[src/design/assert_macros.svh]
// assertion macro used by the top level rtl file
// no dependencies
`ifndef ASSERT_MACROS_SVH
`define ASSERT_MACROS_SVH
// assert that a property holds at every clock edge outside reset
`define ASSERT_CLK(label, clk, rst_n, prop, msg) \
  label: assert property (@(posedge clk) disable iff (!rst_n) (prop)) else $error(msg);
`endif

[src/design/fpr_pkg.sv]
// package for the false position root finder: types, constants, codes
// no dependencies
`default_nettype none
package fpr_pkg;
  localparam int unsigned NumCoeffsDef = 4;
  localparam int unsigned FracBitsDef  = 16;
  localparam int unsigned NumRegs      = 6;
  localparam int unsigned CfgIdxW      = 3;

  localparam logic [CfgIdxW-1:0] RegCoeff0 = 3'd0;
  localparam logic [CfgIdxW-1:0] RegCoeff1 = 3'd1;
  localparam logic [CfgIdxW-1:0] RegCoeff2 = 3'd2;
  localparam logic [CfgIdxW-1:0] RegCoeff3 = 3'd3;
  localparam logic [CfgIdxW-1:0] RegTol    = 3'd4;
  localparam logic [CfgIdxW-1:0] RegMaxIt  = 3'd5;

  localparam logic [1:0] StatConverged = 2'd0;
  localparam logic [1:0] StatLimit     = 2'd1;
  localparam logic [1:0] StatZeroDen   = 2'd2;

  typedef struct packed {
    logic signed [31:0] left_end;
    logic signed [31:0] right_end;
  } in_item_t;

  typedef struct packed {
    logic signed [31:0] root;
    logic signed [31:0] residual;
    logic [7:0]         iterations_used;
    logic [1:0]         status;
  } out_item_t;

  typedef enum logic [4:0] {
    S_IDLE,
    S_EVAL_L,     // f(left)
    S_WAIT_L,
    S_EVAL_R,     // f(right)
    S_WAIT_R,
    S_CHECK_DEN,
    S_MUL_NUM,    // (r-l)*fr
    S_DIV_START,
    S_DIV_WAIT,
    S_XM,
    S_EVAL_M,
    S_WAIT_M,
    S_UPDATE,
    S_OUT
  } state_e;

  // datapath commands
  typedef struct packed {
    logic load;        // capture input bracket
    logic eval_start;  // start poly evaluation
    logic [1:0] eval_sel; // 0 left, 1 right, 2 xm
    logic store_fl;
    logic store_fr;
    logic mul_num;
    logic div_start;
    logic calc_xm;
    logic store_fm;
    logic update;
    logic set_zero_den;
  } cmd_t;

  localparam logic [1:0] SelLeft  = 2'd0;
  localparam logic [1:0] SelRight = 2'd1;
  localparam logic [1:0] SelMid   = 2'd2;

  typedef struct packed {
    logic eval_done;
    logic div_done;
    logic den_zero;
    logic stop_conv;
    logic stop_limit;
  } sts_t;

  function automatic logic signed [31:0] sat32(input logic signed [65:0] v);
    if (v > 66'sd2147483647) return 32'sh7fffffff;
    if (v < -66'sd2147483648) return 32'sh80000000;
    return v[31:0];
  endfunction
endpackage
`default_nettype wire

[src/design/fpr_ctrl.sv]
// controller state machine for the root finder iteration
// depends on fpr_pkg
`default_nettype none
module fpr_ctrl (
  input  wire logic          clk_i,
  input  wire logic          rst_ni,
  input  wire logic          in_valid_i,
  output logic               in_ready_o,
  output logic               out_valid_o,
  input  wire logic          out_ready_i,
  input  wire fpr_pkg::sts_t sts_i,
  output fpr_pkg::cmd_t      cmd_o,
  output fpr_pkg::state_e    state_o
);
  import fpr_pkg::*;
  state_e state_q, state_d;

  always_ff @(posedge clk_i or negedge rst_ni) begin
    if (!rst_ni) begin
      state_q <= S_IDLE;
    end else begin
      state_q <= state_d;
    end
  end

  always_comb begin
    state_d     = state_q;
    cmd_o       = '0;
    in_ready_o  = 1'b0;
    out_valid_o = 1'b0;
    unique case (state_q)
      S_IDLE: begin
        in_ready_o = 1'b1;
        if (in_valid_i) begin
          cmd_o.load = 1'b1;
          state_d = S_EVAL_L;
        end
      end
      S_EVAL_L: begin
        cmd_o.eval_start = 1'b1;
        cmd_o.eval_sel = SelLeft;
        state_d = S_WAIT_L;
      end
      S_WAIT_L: begin
        cmd_o.eval_sel = SelLeft;
        if (sts_i.eval_done) begin
          cmd_o.store_fl = 1'b1;
          state_d = S_EVAL_R;
        end
      end
      S_EVAL_R: begin
        cmd_o.eval_start = 1'b1;
        cmd_o.eval_sel = SelRight;
        state_d = S_WAIT_R;
      end
      S_WAIT_R: begin
        if (sts_i.eval_done) begin
          cmd_o.store_fr = 1'b1;
          state_d = S_CHECK_DEN;
        end
      end
      S_CHECK_DEN: begin
        if (sts_i.den_zero) begin
          cmd_o.set_zero_den = 1'b1;
          state_d = S_OUT;
        end else begin
          cmd_o.mul_num = 1'b1;
          state_d = S_MUL_NUM;
        end
      end
      S_MUL_NUM: state_d = S_DIV_START;
      S_DIV_START: begin
        cmd_o.div_start = 1'b1;
        state_d = S_DIV_WAIT;
      end
      S_DIV_WAIT: if (sts_i.div_done) state_d = S_XM;
      S_XM: begin
        cmd_o.calc_xm = 1'b1;
        state_d = S_EVAL_M;
      end
      S_EVAL_M: begin
        cmd_o.eval_start = 1'b1;
        cmd_o.eval_sel = SelMid;
        state_d = S_WAIT_M;
      end
      S_WAIT_M: begin
        if (sts_i.eval_done) begin
          cmd_o.store_fm = 1'b1;
          state_d = S_UPDATE;
        end
      end
      S_UPDATE: begin
        cmd_o.update = 1'b1;
        if (sts_i.stop_conv || sts_i.stop_limit) state_d = S_OUT;
        else state_d = S_CHECK_DEN;
      end
      S_OUT: begin
        out_valid_o = 1'b1;
        if (out_ready_i) state_d = S_IDLE;
      end
      default: state_d = S_IDLE;
    endcase
  end

  assign state_o = state_q;
endmodule
`default_nettype wire

[config.mk]
export PLATFORM = sky130hd
export DESIGN_NAME = fpr_ctrl
export DESIGN_NICKNAME = d
export VERILOG_FILES = /design/src/design/assert_macros.svh /design/src/design/fpr_pkg.sv /design/src/design/fpr_ctrl.sv
export SDC_FILE = /design/constraint.sdc
export NUM_CORES = 1
export LEC_CHECK = 0
export BUFFER_PORTS_ARGS = -buffer_cell sky130_fd_sc_hd__buf_2
export CORE_MARGIN = 2
export CORE_UTILIZATION = 35
export DETAILED_ROUTE_END_ITERATION = 10
export PLACE_DENSITY_LB_ADDON = 0.3
export SYNTH_ARGS = -nofsm -noshare
export SYNTH_HDL_FRONTEND = slang
export SYNTH_SLANG_ARGS = --single-unit
[constraint.sdc]
create_clock -name clk_i -period 3.55 [get_ports clk_i]
set_input_delay 0.1775 -clock clk_i [delete_from_list [all_inputs] [get_ports clk_i]]
set_output_delay 0.1775 -clock clk_i [all_outputs]
set_load 0.02 [all_outputs]
### Word-level counts from Yosys, hierarchy flattened

Cells that the tools add are included.

| word-level totals | value |
|---|---|
| bits in registers | 5 |
| bits of input ports | 9 |
| logic and storage cells | 50 |

| operators by class | value |
|---|---|
| equality and inequality tests | 19 |
| mux-type cells | 26 |
| reduce and logical (&&, ||, !) cells | 4 |

Operators with widths:

| cell | number |
|---|---|
| 5-bit case mux with 14 select lines | 1 |
| 5-bit by 4-bit equality test with 1-bit output (second input constant) | 6 |
| 5-bit 2-to-1 mux | 6 |
| 5-bit by 3-bit equality test with 1-bit output (second input constant) | 4 |
| 1-bit 2-to-1 mux | 16 |
| 2-bit != test (second input constant) | 6 |
| 5-bit by 2-bit equality test with 1-bit output (second input constant) | 2 |
| 4-bit 2-to-1 mux | 2 |
| 6-bit AND reduction | 1 |
| 5-bit by 1-bit equality test with 1-bit output (second input constant) | 1 |
| 5-bit zero test | 1 |
| 2-bit case mux with 2 select lines | 1 |
| 3-bit OR reduction | 1 |
| 1-bit logical OR | 1 |

### Longest topological paths before layout

Gate-level depths: netlist of the first run.

| depth | value |
|---|---|
| depth after elaboration | 3 |
| depth in mapped cells | 6 |
| gate-level depth less buffers | 4 |

### Worst setup path after synthesis of the first run

Ideal clock, no wire load.

| timing path | value |
|---|---|
| path type | register to output |
| start | reg state_q[1] (netlist: state_o[1]) |
| end | out cmd_o[11] (netlist name) |
| data arrival time | 1784 ps |
| required time | 3372 ps |
| setup slack | 1589 ps |
| cell stages (with the launch flop) | 6 |
| path through | dfrtp_1 buf_6 or2_1 buf_6 nor3_1 and2_1 |

RTL lines:

| element | line | source |
|---|---|---|
| start, declared | fpr_ctrl.sv:16 | `state_e state_q, state_d;` |
| start signal, assigned | fpr_ctrl.sv:22 | `state_q <= state_d;` |
| end, declared | fpr_ctrl.sv:12 | `output fpr_pkg::cmd_t cmd_o,` |

### Final worst setup path of the first run

| timing path | value |
|---|---|
| start | reg state_q[3] (netlist: state_o[3]) |
| end | reg state_q[0] (netlist: state_o[0]) |

| between the ends | value |
|---|---|
| cells in the longest elaborated chain, start to end | 3 |
| elaborated cells on any way between the ends | 22 |
| classes of those cells | eq/ne: 19; mux: 1; reduce/logical: 2 |

Ends and longest elaborated chain:

| element | line | source |
|---|---|---|
| 5-bit by 2-bit equality test with 1-bit output, or another cell as far along | fpr_ctrl.sv:31 | `unique case (state_q)` |
| 2-bit != test (no line) | n/a |  |
| 6-bit AND reduction (no line) | n/a |  |

Parallel ways exist; a longest one is shown, timed or not.
A chain may end at the register's enable or synchronous reset.

==> results of run 1 <==
## cells in the mapped netlist, drive strengths merged
cell | instances | area share
o32ai | 1 | 0.053
mux2 | 1 | 0.029
nor4 | 3 | 0.065
or4 | 1 | 0.014
and2 | 1 | 0.012
nor3 | 9 | 0.11
nor2b | 1 | 0.012
nand2 | 3 | 0.022
o211ai | 1 | 0.014
a21oi | 3 | 0.029
o31a | 1 | 0.017
or2 | 1 | 0.012
buf | 5 | 0.094
o21ai | 3 | 0.029
nor2 | 7 | 0.050
nand2b | 4 | 0.053
clkbuf | 1 | 0.0072
dfrtp | 4 | 0.19
o41ai | 1 | 0.017
or3 | 3 | 0.046
inv | 3 | 0.022
and2b | 1 | 0.019
conb | 1 | 0.0072
o22a | 1 | 0.017
a2111oi | 1 | 0.029
nor4b | 2 | 0.034
## final cells by class
cell class,instances,area (um2),area share
timing repair buffer,27,140,0.215
sequential,4,100,0.154
inverter,3,11.3,0.0173
tap,15,18.8,0.0288
clock buffer,3,22.5,0.0346
multi-input combinational,50,358,0.550
## layer usage
metal  track usage  routed length (um)
met5             0                   0
met2         0.231                 683
met4        0.0938                   0
met3        0.0129                  33
met1         0.198                 534
## stage by stage
step                      hold slack (ps)  setup slack (ps)  instances  power (W)
final                                 280              1540        102   0.000630
after global placement              -17.8              1570         98   0.000575
after CTS                             276              1560        102   0.000635
after detailed placement            -17.9              1560         98   0.000576
after floorplan                      -118              1590         63   0.000506
after global routing                  302              1470        102   0.000683
## cells by family after synthesis
family / count (synthesis) / share of synthesized area
AOI/OAI and AO/OA: 12 / 0.204
buffers and inverters: 9 / 0.122
DFF: 4 / 0.192
muxes: 1 / 0.0288
other: 1 / 0.00719
and+or+nand+nor: 36 / 0.446
## power by group through the flow
stage               logic, W  registers, W  clock network [W]
floorplan           0.000384      0.000122                  0
global placement    0.000427      0.000147                  0
detailed placement  0.000427      0.000149                  0
CTS                 0.000430      0.000148          0.0000569
global route        0.000462      0.000160          0.0000615
finish              0.000426      0.000150          0.0000546
## repair_timing
item | 4_1_cts | 5_1_grt
buffers inserted | 0 | 0
hold buffers | 1 | 0
hold endpoints to repair | 4 | 0
## placed cells by master (no fill, tap or decap), drive strengths merged, types with 2 or more instances in the layout
master	Yosys	final
buf	5	26
nor3	9	9
nor2	7	7
dfrtp	4	4
nand2b	4	4
nand2	3	3
inv	3	3
a21oi	3	3
clkbuf	1	3
or3	3	3
nor4	3	3
o21ai	3	3
nor4b	2	2
## worst max-delay path by stage
stage	start	endpoint	depth (start not counted)
CTS	state_o[3]$_DFFE_PN0P_	state_o[0]$_DFFE_PN0P_	4
global route	state_o[3]$_DFFE_PN0P_	state_o[0]$_DFFE_PN0P_	4
global placement	state_o[3]$_DFFE_PN0P_	state_o[0]$_DFFE_PN0P_	4
finish	state_o[3]$_DFFE_PN0P_	state_o[0]$_DFFE_PN0P_	4
floorplan	state_o[1]$_DFFE_PN0P_	cmd_o[11]	5
detailed placement	state_o[3]$_DFFE_PN0P_	state_o[0]$_DFFE_PN0P_	4
## critical path, cell delays in order, from the launching register on
cell     delay (ps)
dfrtp_1         610
and2b_4         260
nor4_4          370
nor4b_1         120
or4_1           520
==> qor.csv, run 1 <==
stage;metric;value;unit
pwr;p_sw_frac;0.553;
yosys;ys_ff_latch;4;
setup_path;cp.required;3640;ps
sta;fin_setup_tns;0;ps
pwr;ir_worst_vdd;0.000475;V
setup_path;crit_fanout;14;
setup_path;reg2reg_slack;1540;ps
pwr;p_sw;0.000348;W
final_layout;syn2layout_area_growth;24.7;%
route;vias;528;
die;die_area;1820;um2
setup_path;timing.rr.start;state_o[3]$_DFFE_PN0P_;
global_route;grt_use_total;0.149;
status;status;completed;
route;drc;0;
yosys;syn_inst;63;
setup_path;crit_arrival;2110;ps
pwr;seqPwrFrac;0.238;
final_layout;drive_gt1_frac;0.425;
sta;timing.final.max_slew_violations;0;
pwr;combPwrFrac;0.676;
global_route;grt_pass1_vias;467;
yosys;syn_avg_cell_area;8.28;um2
pwr;powerDensity;969;nW/um2
global_route;overflow;0;
sta;finalHoldViolCount;0;
die;initial_core_util;0.386;
pwr;power_leakage;0.311;nW
final_layout;diodes;0;
route;routed_via_density;5.18;
route;drtIter0Drc;11;
clock_network;htree_levels;1;
route;routed_wl;1250;um
sta;skew;4.12;ps
final_layout;postLayoutCoreUtil;0.482;
clock_network;cts_tree;built;
route;avgRoutedWirePerCell;12.3;um
min_path;hp-class;primary input to async pin;
global_route;grt_pass1_wl;2080;um
yosys;ys_warn_count;0;
placement;gp_congestion;0.836;
yosys;syn-cell-area;522;um2
pwr;pwr-share-clk;0.087;
route;antenna_left;0;
clock_network;insertion_delay;230;ps
placement;placed_area;618;um2
die;core;1350;um2
setup_path;startpoint_type;flop;
die;num_rows;13;
placement;port-buffer-count;26;
yosys;yosysSeqAreaShare;0.192;
clock_network;numCtsBuffers;3;
clock_network;cts_resized;0;
clock_network;cts_sinks;4;
sta;finalSetupViolations;0;
sta;fmax;0.496;GHz
run;drv_cap;0;
yosys;netlist-cell-type-count;32;
final_layout;largest_reg_flops;4;
global_route;antenna_found_initial;0;
setup_path;rr_worst_depth;4;
global_route;grt_max_degree;16;
setup_path;r2r_end;state_o[0]$_DFFE_PN0P_;
yosys;syn_nets;72;
clock_network;clk_pin_slew;40;ps
final_layout;design_area;651;um2
route;drt_first_pass_iters;4;
placement;place.detailed.hpwl;970;um
setup_path;end_kind;flop;
pwr;p_int;0.000282;W
die;fp.dieW;42.6;um
sta;fin_crit;2010;ps
die;die_height;42.6;um
clock_network;cts_root_buf;clkbuf_4;
sta;finalCritPeriodShare;0.567;
clock_network;clk_path_buf_depth;2;
sta;rsz0062_at_grt;no;
final_layout;final_nets;98;
die;ios;28;
setup_path;crit_type;flop to flop;
final_layout;nFillCells;137;
No activity file was read; power rests on OpenSTA's default activity.
==> run 2: changes to the inputs <==
==> constraint.sdc (replaced) <==
create_clock -name clk_i -period 2 [get_ports clk_i]
set_input_delay 0.1 -clock clk_i [delete_from_list [all_inputs] [get_ports clk_i]]
set_output_delay 0.1 -clock clk_i [all_outputs]
set_load 0.02 [all_outputs]
==> run 2 against run 1 <==
Compared with the run above: maximum frequency is 11% higher; via count is 13% higher; sequential share of layout area is 1.1 points lower; worst hold slack worse by 86 ps; non-clock buffer count is 8 higher; sequential power is 48% higher; register-to-register slack worse by 1300 ps; first-iteration DRC count is 36% higher; core utilization is 4.5 points higher; worst setup slack worse by 1300 ps; largest cell class unchanged.
==> qor.csv, run 2 (synthesis gave the netlist of run 1 again) <==
stage;metric;value;unit;change
placement;placed_cells;106;;+8.2%
die;initial_core_util;0.386;;unchanged
sta;fin_crit;1810;ps;-204 ps
final_layout;layout_common_cells;buf_2 (26), nor3_1 (8), buf_4 (8);;
route;drtIter0Drc;15;;+4
final_layout;final_nets;106;;+8.2%
pwr;powerDensity;1780;nW/um2;+84%
final_layout;largest_reg_flops;4;;unchanged
sta;rsz0062_at_grt;no;;
final_layout;design_area;712;um2;+9.4%
clock_network;clk_path_buf_depth;2;;unchanged
global_route;overflow;0;;unchanged
setup_path;crit_arrival;1930;ps;-180 ps
global_route;grt_pass1_wl;2480;um;+19%
clock_network;cts_sinks;4;;unchanged
clock_network;cts_root_buf;clkbuf_4;;
setup_path;timing.rr.start;state_o[2]$_DFFE_PN0P_;;
global_route;grt_max_degree;15;;-1
sta;skew;13.4;ps;+9.27 ps
setup_path;crit_chain;or3_4, o32ai_4, nor4b_1, or4_1;;
placement;gp_congestion;0.825;;-1.3%
route;antenna_left;0;;unchanged
sta;finalCritPeriodShare;0.905;;+0.338
setup_path;crit_type;flop to flop;;
setup_path;reg2reg_slack;190;ps;-1350 ps
final_layout;syn2layout_area_growth;36.5;%;
setup_path;crit_start;state_o[2]$_DFFE_PN0P_;;
setup_path;slowest_delay;500;ps;-110 ps
die;ios;28;;unchanged
sta;fmax;0.552;GHz;+11%
die;die_area;1820;um2;unchanged
clock_network;clk_pin_slew;50;ps;about the same
final_layout;final_cells;110;;+7.8%
setup_path;rr_worst_depth;4;;unchanged
die;die_height;42.6;um;unchanged
placement;placed_area;678;um2;+9.7%
clock_network;cts_setup_buffers;0;;unchanged
setup_path;end_kind;flop;;
global_route;grt_use_total;0.184;;+0.0347
setup_path;r2r_end;state_o[0]$_DFFE_PN0P_;;
route;vias;597;;+13%
die;core;1350;um2;unchanged
sta;fin_setup_tns;0;ps;unchanged
sta;layout_setup_ws;190;ps;-1350 ps
clock_network;numCtsBuffers;3;;unchanged
route;routed_wl;1440;um;+15%
clock_network;insertion_delay;250;ps;+20 ps
pwr;power_leakage;0.347;nW;+12%
clock_network;htree_levels;1;;unchanged
die;num_rows;13;;unchanged
route;avgRoutedWirePerCell;13.1;um;+6.5%
final_layout;postLayoutCoreUtil;0.527;;+0.0454
final_layout;diodes;0;;unchanged
status;status;completed;;
clock_network;cts_tree;built;;
setup_path;cp_slowest_cell;or4_1;;
global_route;antenna_found_initial;0;;unchanged
sta;finalSetupViolations;0;;unchanged
route;routed_via_density;5.43;;+4.8%
min_path;hp-class;primary input to async pin;;
route;drc;0;;unchanged
route;drt_first_pass_iters;4;;unchanged
final_layout;drive_gt1_frac;0.484;;+0.0589
final_layout;final_common_cell;buf_2;;
placement;pre_cts_slack;61.1;ps;-1500 ps
final_layout;nFillCells;131;;-4.4%
setup_path;startpoint_type;flop;;
placement;port-buffer-count;26;;unchanged
sta;timing.final.max_slew_violations;0;;unchanged
die;fp.dieW;42.6;um;unchanged
setup_path;cp.required;2120;ps;-1520 ps
placement;place.detailed.hpwl;1120;um;+15%
pwr;ir_worst_vdd;0.000816;V;+72%
setup_path;crit_fanout;10;;-4
run;drv_cap;0;;unchanged
sta;finalHoldViolCount;0;;unchanged
global_route;grt_pass1_vias;574;;+23%
## run 2: cell count changes in the layout (fill, tap and decap cells not counted)
cell and delta:
buf_4 +8, dfrtp_1 -1, dfrtp_2 +1
## run 2: per-stage QoR
| step | power (W) | hold slack [ps] |
|---|---|---|
| 3_5_place_dp | 0.00116 | -88.0 |
| 5_1_grt | 0.00138 | 191 |
| 4_1_cts | 0.00127 | 178 |
| 6_report | 0.00127 | 194 |
| 2_1_floorplan | 0.000898 | -196 |
| 3_3_place_gp | 0.00115 | -88.8 |
## run 2: area by class of cell
cell class                 instances  area [um2]  area share
inverter                           3        11.3      0.0158
tap                               15        18.8      0.0264
multi-input combinational         50         358       0.503
clock buffer                       3        22.5      0.0316
sequential                         4         101       0.142
timing repair buffer              35         200       0.281
## run 2: worst max path at each step
stage	endpoint	slack, ps	depth (start not counted)
after floorplan	cmd_o[11]	120	5
after global placement	state_o[0]$_DFFE_PN0P_	100	4
after detailed placement	state_o[0]$_DFFE_PN0P_	60	4
after CTS	state_o[0]$_DFFE_PN0P_	70	4
after global routing	state_o[0]$_DFFE_PN0P_	50	4
final	state_o[0]$_DFFE_PN0P_	190	4
## run 2: what timing repair did
action / CTS / global route
hold endpoints to repair: 4 / 0
hold buffers: 1 / 0
gates resized for setup: 0 / 1
setup endpoints to repair: 0 / 2
## run 2: per-layer routing
layer | up-vias | track usage | share of wire
met4 | 0 | 0.113 | 0.022
met5 | - | 0 | 0
li1 | 291 | - | -
met3 | 6 | 0.0517 | 0.036
met2 | 17 | 0.289 | 0.52
met1 | 283 | 0.219 | 0.42
## run 2: critical path, delay by kind of cell, from the launching register on
family | cells | cell delay, ps
simple gates | 3 | 1030
flops | 1 | 470
compound gates | 1 | 190
## run 2: where the power goes
group / internal [W] / switching, W
Clock: 0.0000675 / 0.0000397
Combinational: 0.000410 / 0.000529
Sequential: 0.000127 / 0.0000949
==> run 3: changes to the inputs <==
--- a/config.mk
+++ b/config.mk
@@ -10,6 +10,7 @@
 export CORE_UTILIZATION = 35
 export DETAILED_ROUTE_END_ITERATION = 10
 export PLACE_DENSITY_LB_ADDON = 0.3
+export RECOVER_POWER = 50
 export SYNTH_ARGS = -nofsm -noshare
 export SYNTH_HDL_FRONTEND = slang
 export SYNTH_SLANG_ARGS = --single-unit
==> run 3 against run 2 <==
Compared with the run above: global-route usage stayed put; sequential share of layout area is 0.31 points higher; worst hold slack better by 21 ps; largest power group unchanged; largest cell class unchanged; highest routed layer unchanged; flip-flop and latch count stayed put; power is 2.3% lower; critical endpoint is now cmd_o[7]; critical path type is now flop to primary output; worst setup slack worse by 17 ps; cell area is 2.1% lower.
==> qor.csv, run 3 (synthesis gave the netlist of run 1 again) <==
stage;metric;value;unit;change
pwr;powerDensity;1780;nW/um2;-0.15%
sta;layout_setup_ws;173;ps;-17.0 ps
clock_network;insertion_delay;250;ps;about the same
setup_path;crit_type;flop to primary output;;
final_layout;layout_common_cells;buf_2 (20), nor3_1 (8), clkbuf_1 (8);;
die;die_height;42.6;um;unchanged
die;core;1350;um2;unchanged
global_route;grt_pass1_wl;2480;um;unchanged
final_layout;largest_reg_flops;4;;unchanged
final_layout;final_common_cell;buf_2;;
sta;fin_crit;1830;ps;+17.0 ps
global_route;antenna_found_initial;0;;unchanged
final_layout;final_nets;106;;unchanged
route;routed_wl;1450;um;+0.63%
setup_path;rr_worst_depth;4;;unchanged
setup_path;crit_fanout;6;;-4
clock_network;cts_setup_buffers;0;;unchanged
setup_path;startpoint_type;flop;;
clock_network;cts_tree;built;;
clock_network;numCtsBuffers;3;;unchanged
global_route;grt_max_degree;15;;unchanged
sta;finalCritPeriodShare;0.914;;+0.00851
final_layout;diodes;0;;unchanged
placement;pre_cts_slack;61.1;ps;unchanged
global_route;grt_pass1_vias;574;;unchanged
route;drtIter0Drc;12;;-3
die;die_area;1820;um2;unchanged
run;drv_cap;0;;unchanged
final_layout;drive_gt1_frac;0.400;;-0.0842
clock_network;cts_root_buf;clkbuf_4;;
placement;port-buffer-count;26;;unchanged
route;drt_first_pass_iters;4;;unchanged
die;ios;28;;unchanged
global_route;grtUsageMet3;0.0517;;unchanged
placement;place.detailed.hpwl;1120;um;unchanged
final_layout;nFillCells;136;;+3.8%
clock_network;cts_sinks;4;;unchanged
final_layout;syn2layout_area_growth;33.6;%;
setup_path;crit_arrival;1730;ps;-200 ps
placement;placed_cells;106;;unchanged
pwr;power_leakage;0.317;nW;-8.7%
route;vias;592;;-0.84%
route;avgRoutedWirePerCell;13.1;um;+0.63%
global_route;met2_usage;0.289;;unchanged
setup_path;cp_slowest_cell;dfrtp_1;;
placement;gp_congestion;0.825;;unchanged
sta;timing.final.max_slew_violations;0;;unchanged
min_path;hp-class;primary input to async pin;;
setup_path;end_kind;primary output;;
clock_network;htree_levels;1;;unchanged
final_layout;final_cells;110;;unchanged
setup_path;timing.rr.start;state_o[2]$_DFFE_PN0P_;;
global_route;use_met1;0.219;;unchanged
route;antenna_left;0;;unchanged
die;initial_core_util;0.386;;unchanged
clock_network;clk_path_buf_depth;2;;unchanged
sta;rsz0062_at_grt;no;;
sta;fmax;0.547;GHz;-0.93%
sta;fin_setup_tns;0;ps;unchanged
setup_path;r2r_end;state_o[0]$_DFFE_PN0P_;;
sta;finalHoldViolCount;0;;unchanged
global_route;overflow;0;;unchanged
sta;finalSetupViolations;0;;unchanged
setup_path;slowest_delay;410;ps;-90 ps
die;num_rows;13;;unchanged
global_route;grt_use_total;0.184;;unchanged
route;routed_via_density;5.38;;-0.84%
pwr;ir_worst_vdd;0.000813;V;-0.30%
status;status;completed;;
setup_path;crit_chain;clkbuf_1, inv_1, or3_1, nor3_1, buf_2;;
clock_network;clk_pin_slew;40;ps;about the same
route;drc;0;;unchanged
setup_path;reg2reg_slack;180;ps;about the same
global_route;top_usage_layer;met2;;
setup_path;cp.required;1900;ps;-220 ps
sta;skew;12.8;ps;-0.634 ps
die;fp.dieW;42.6;um;unchanged
## run 3: cell count changes in the layout (fill, tap and decap cells not counted), sizes merged
cell / delta
buf: -8
clkbuf: +8
## run 3: worst max path at each step
stage | start | to
after floorplan | state_o[1]$_DFFE_PN0P_ | cmd_o[11]
after global placement | state_o[3]$_DFFE_PN0P_ | state_o[0]$_DFFE_PN0P_
after detailed placement | state_o[3]$_DFFE_PN0P_ | state_o[0]$_DFFE_PN0P_
after CTS | state_o[3]$_DFFE_PN0P_ | state_o[0]$_DFFE_PN0P_
after global routing | state_o[1]$_DFFE_PN0P_ | cmd_o[7]
final | state_o[1]$_DFFE_PN0P_ | cmd_o[7]
## run 3: stage by stage
stage	hold WS [ps]	area (um2)	total power [W]	utilization
after floorplan	-196	522	0.000898	-
final	215	697	0.00124	0.516
after global placement	-88.8	678	0.00115	0.502
after detailed placement	-88.0	678	0.00116	0.502
after CTS	178	711	0.00127	0.526
after global routing	233	697	0.00135	0.516
## run 3: what timing repair did
item / in CTS / in global routing
gates resized for setup: 0 / 1
setup endpoints to repair: 0 / 2
hold buffers: 1 / 0
hold endpoints to repair: 4 / 0
## run 3: power by group
| group | switching (W) | internal (W) | total, W |
|---|---|---|---|
| clock network | 0.0000393 | 0.0000675 | 0.000107 |
| registers | 0.0000967 | 0.000127 | 0.000224 |
| logic | 0.000527 | 0.000382 | 0.000909 |
## run 3: final cells by class
cell class	instances	area (um2)	share of cell area
multi-input combinational	50	358	0.513
sequential	4	101	0.145
inverter	3	11.3	0.0162
clock buffer	3	22.5	0.0323
timing repair buffer	35	185	0.266
tap	15	18.8	0.0269
## run 3: worst max-delay path: cells and delay by family, from the launching register on
family,cells,cell delay (ps)
buffers and inverters,3,580
DFF,1,410
and+or+nand+nor,2,490
## run 3: layer usage
metal | wire, um | up-vias | part of all wire
met1 | 605 | 277 | 0.42
met4 | 31 | 0 | 0.021
met3 | 64 | 5 | 0.044
met5 | 0 | - | 0
met2 | 744 | 19 | 0.51
li1 | - | 291 | -
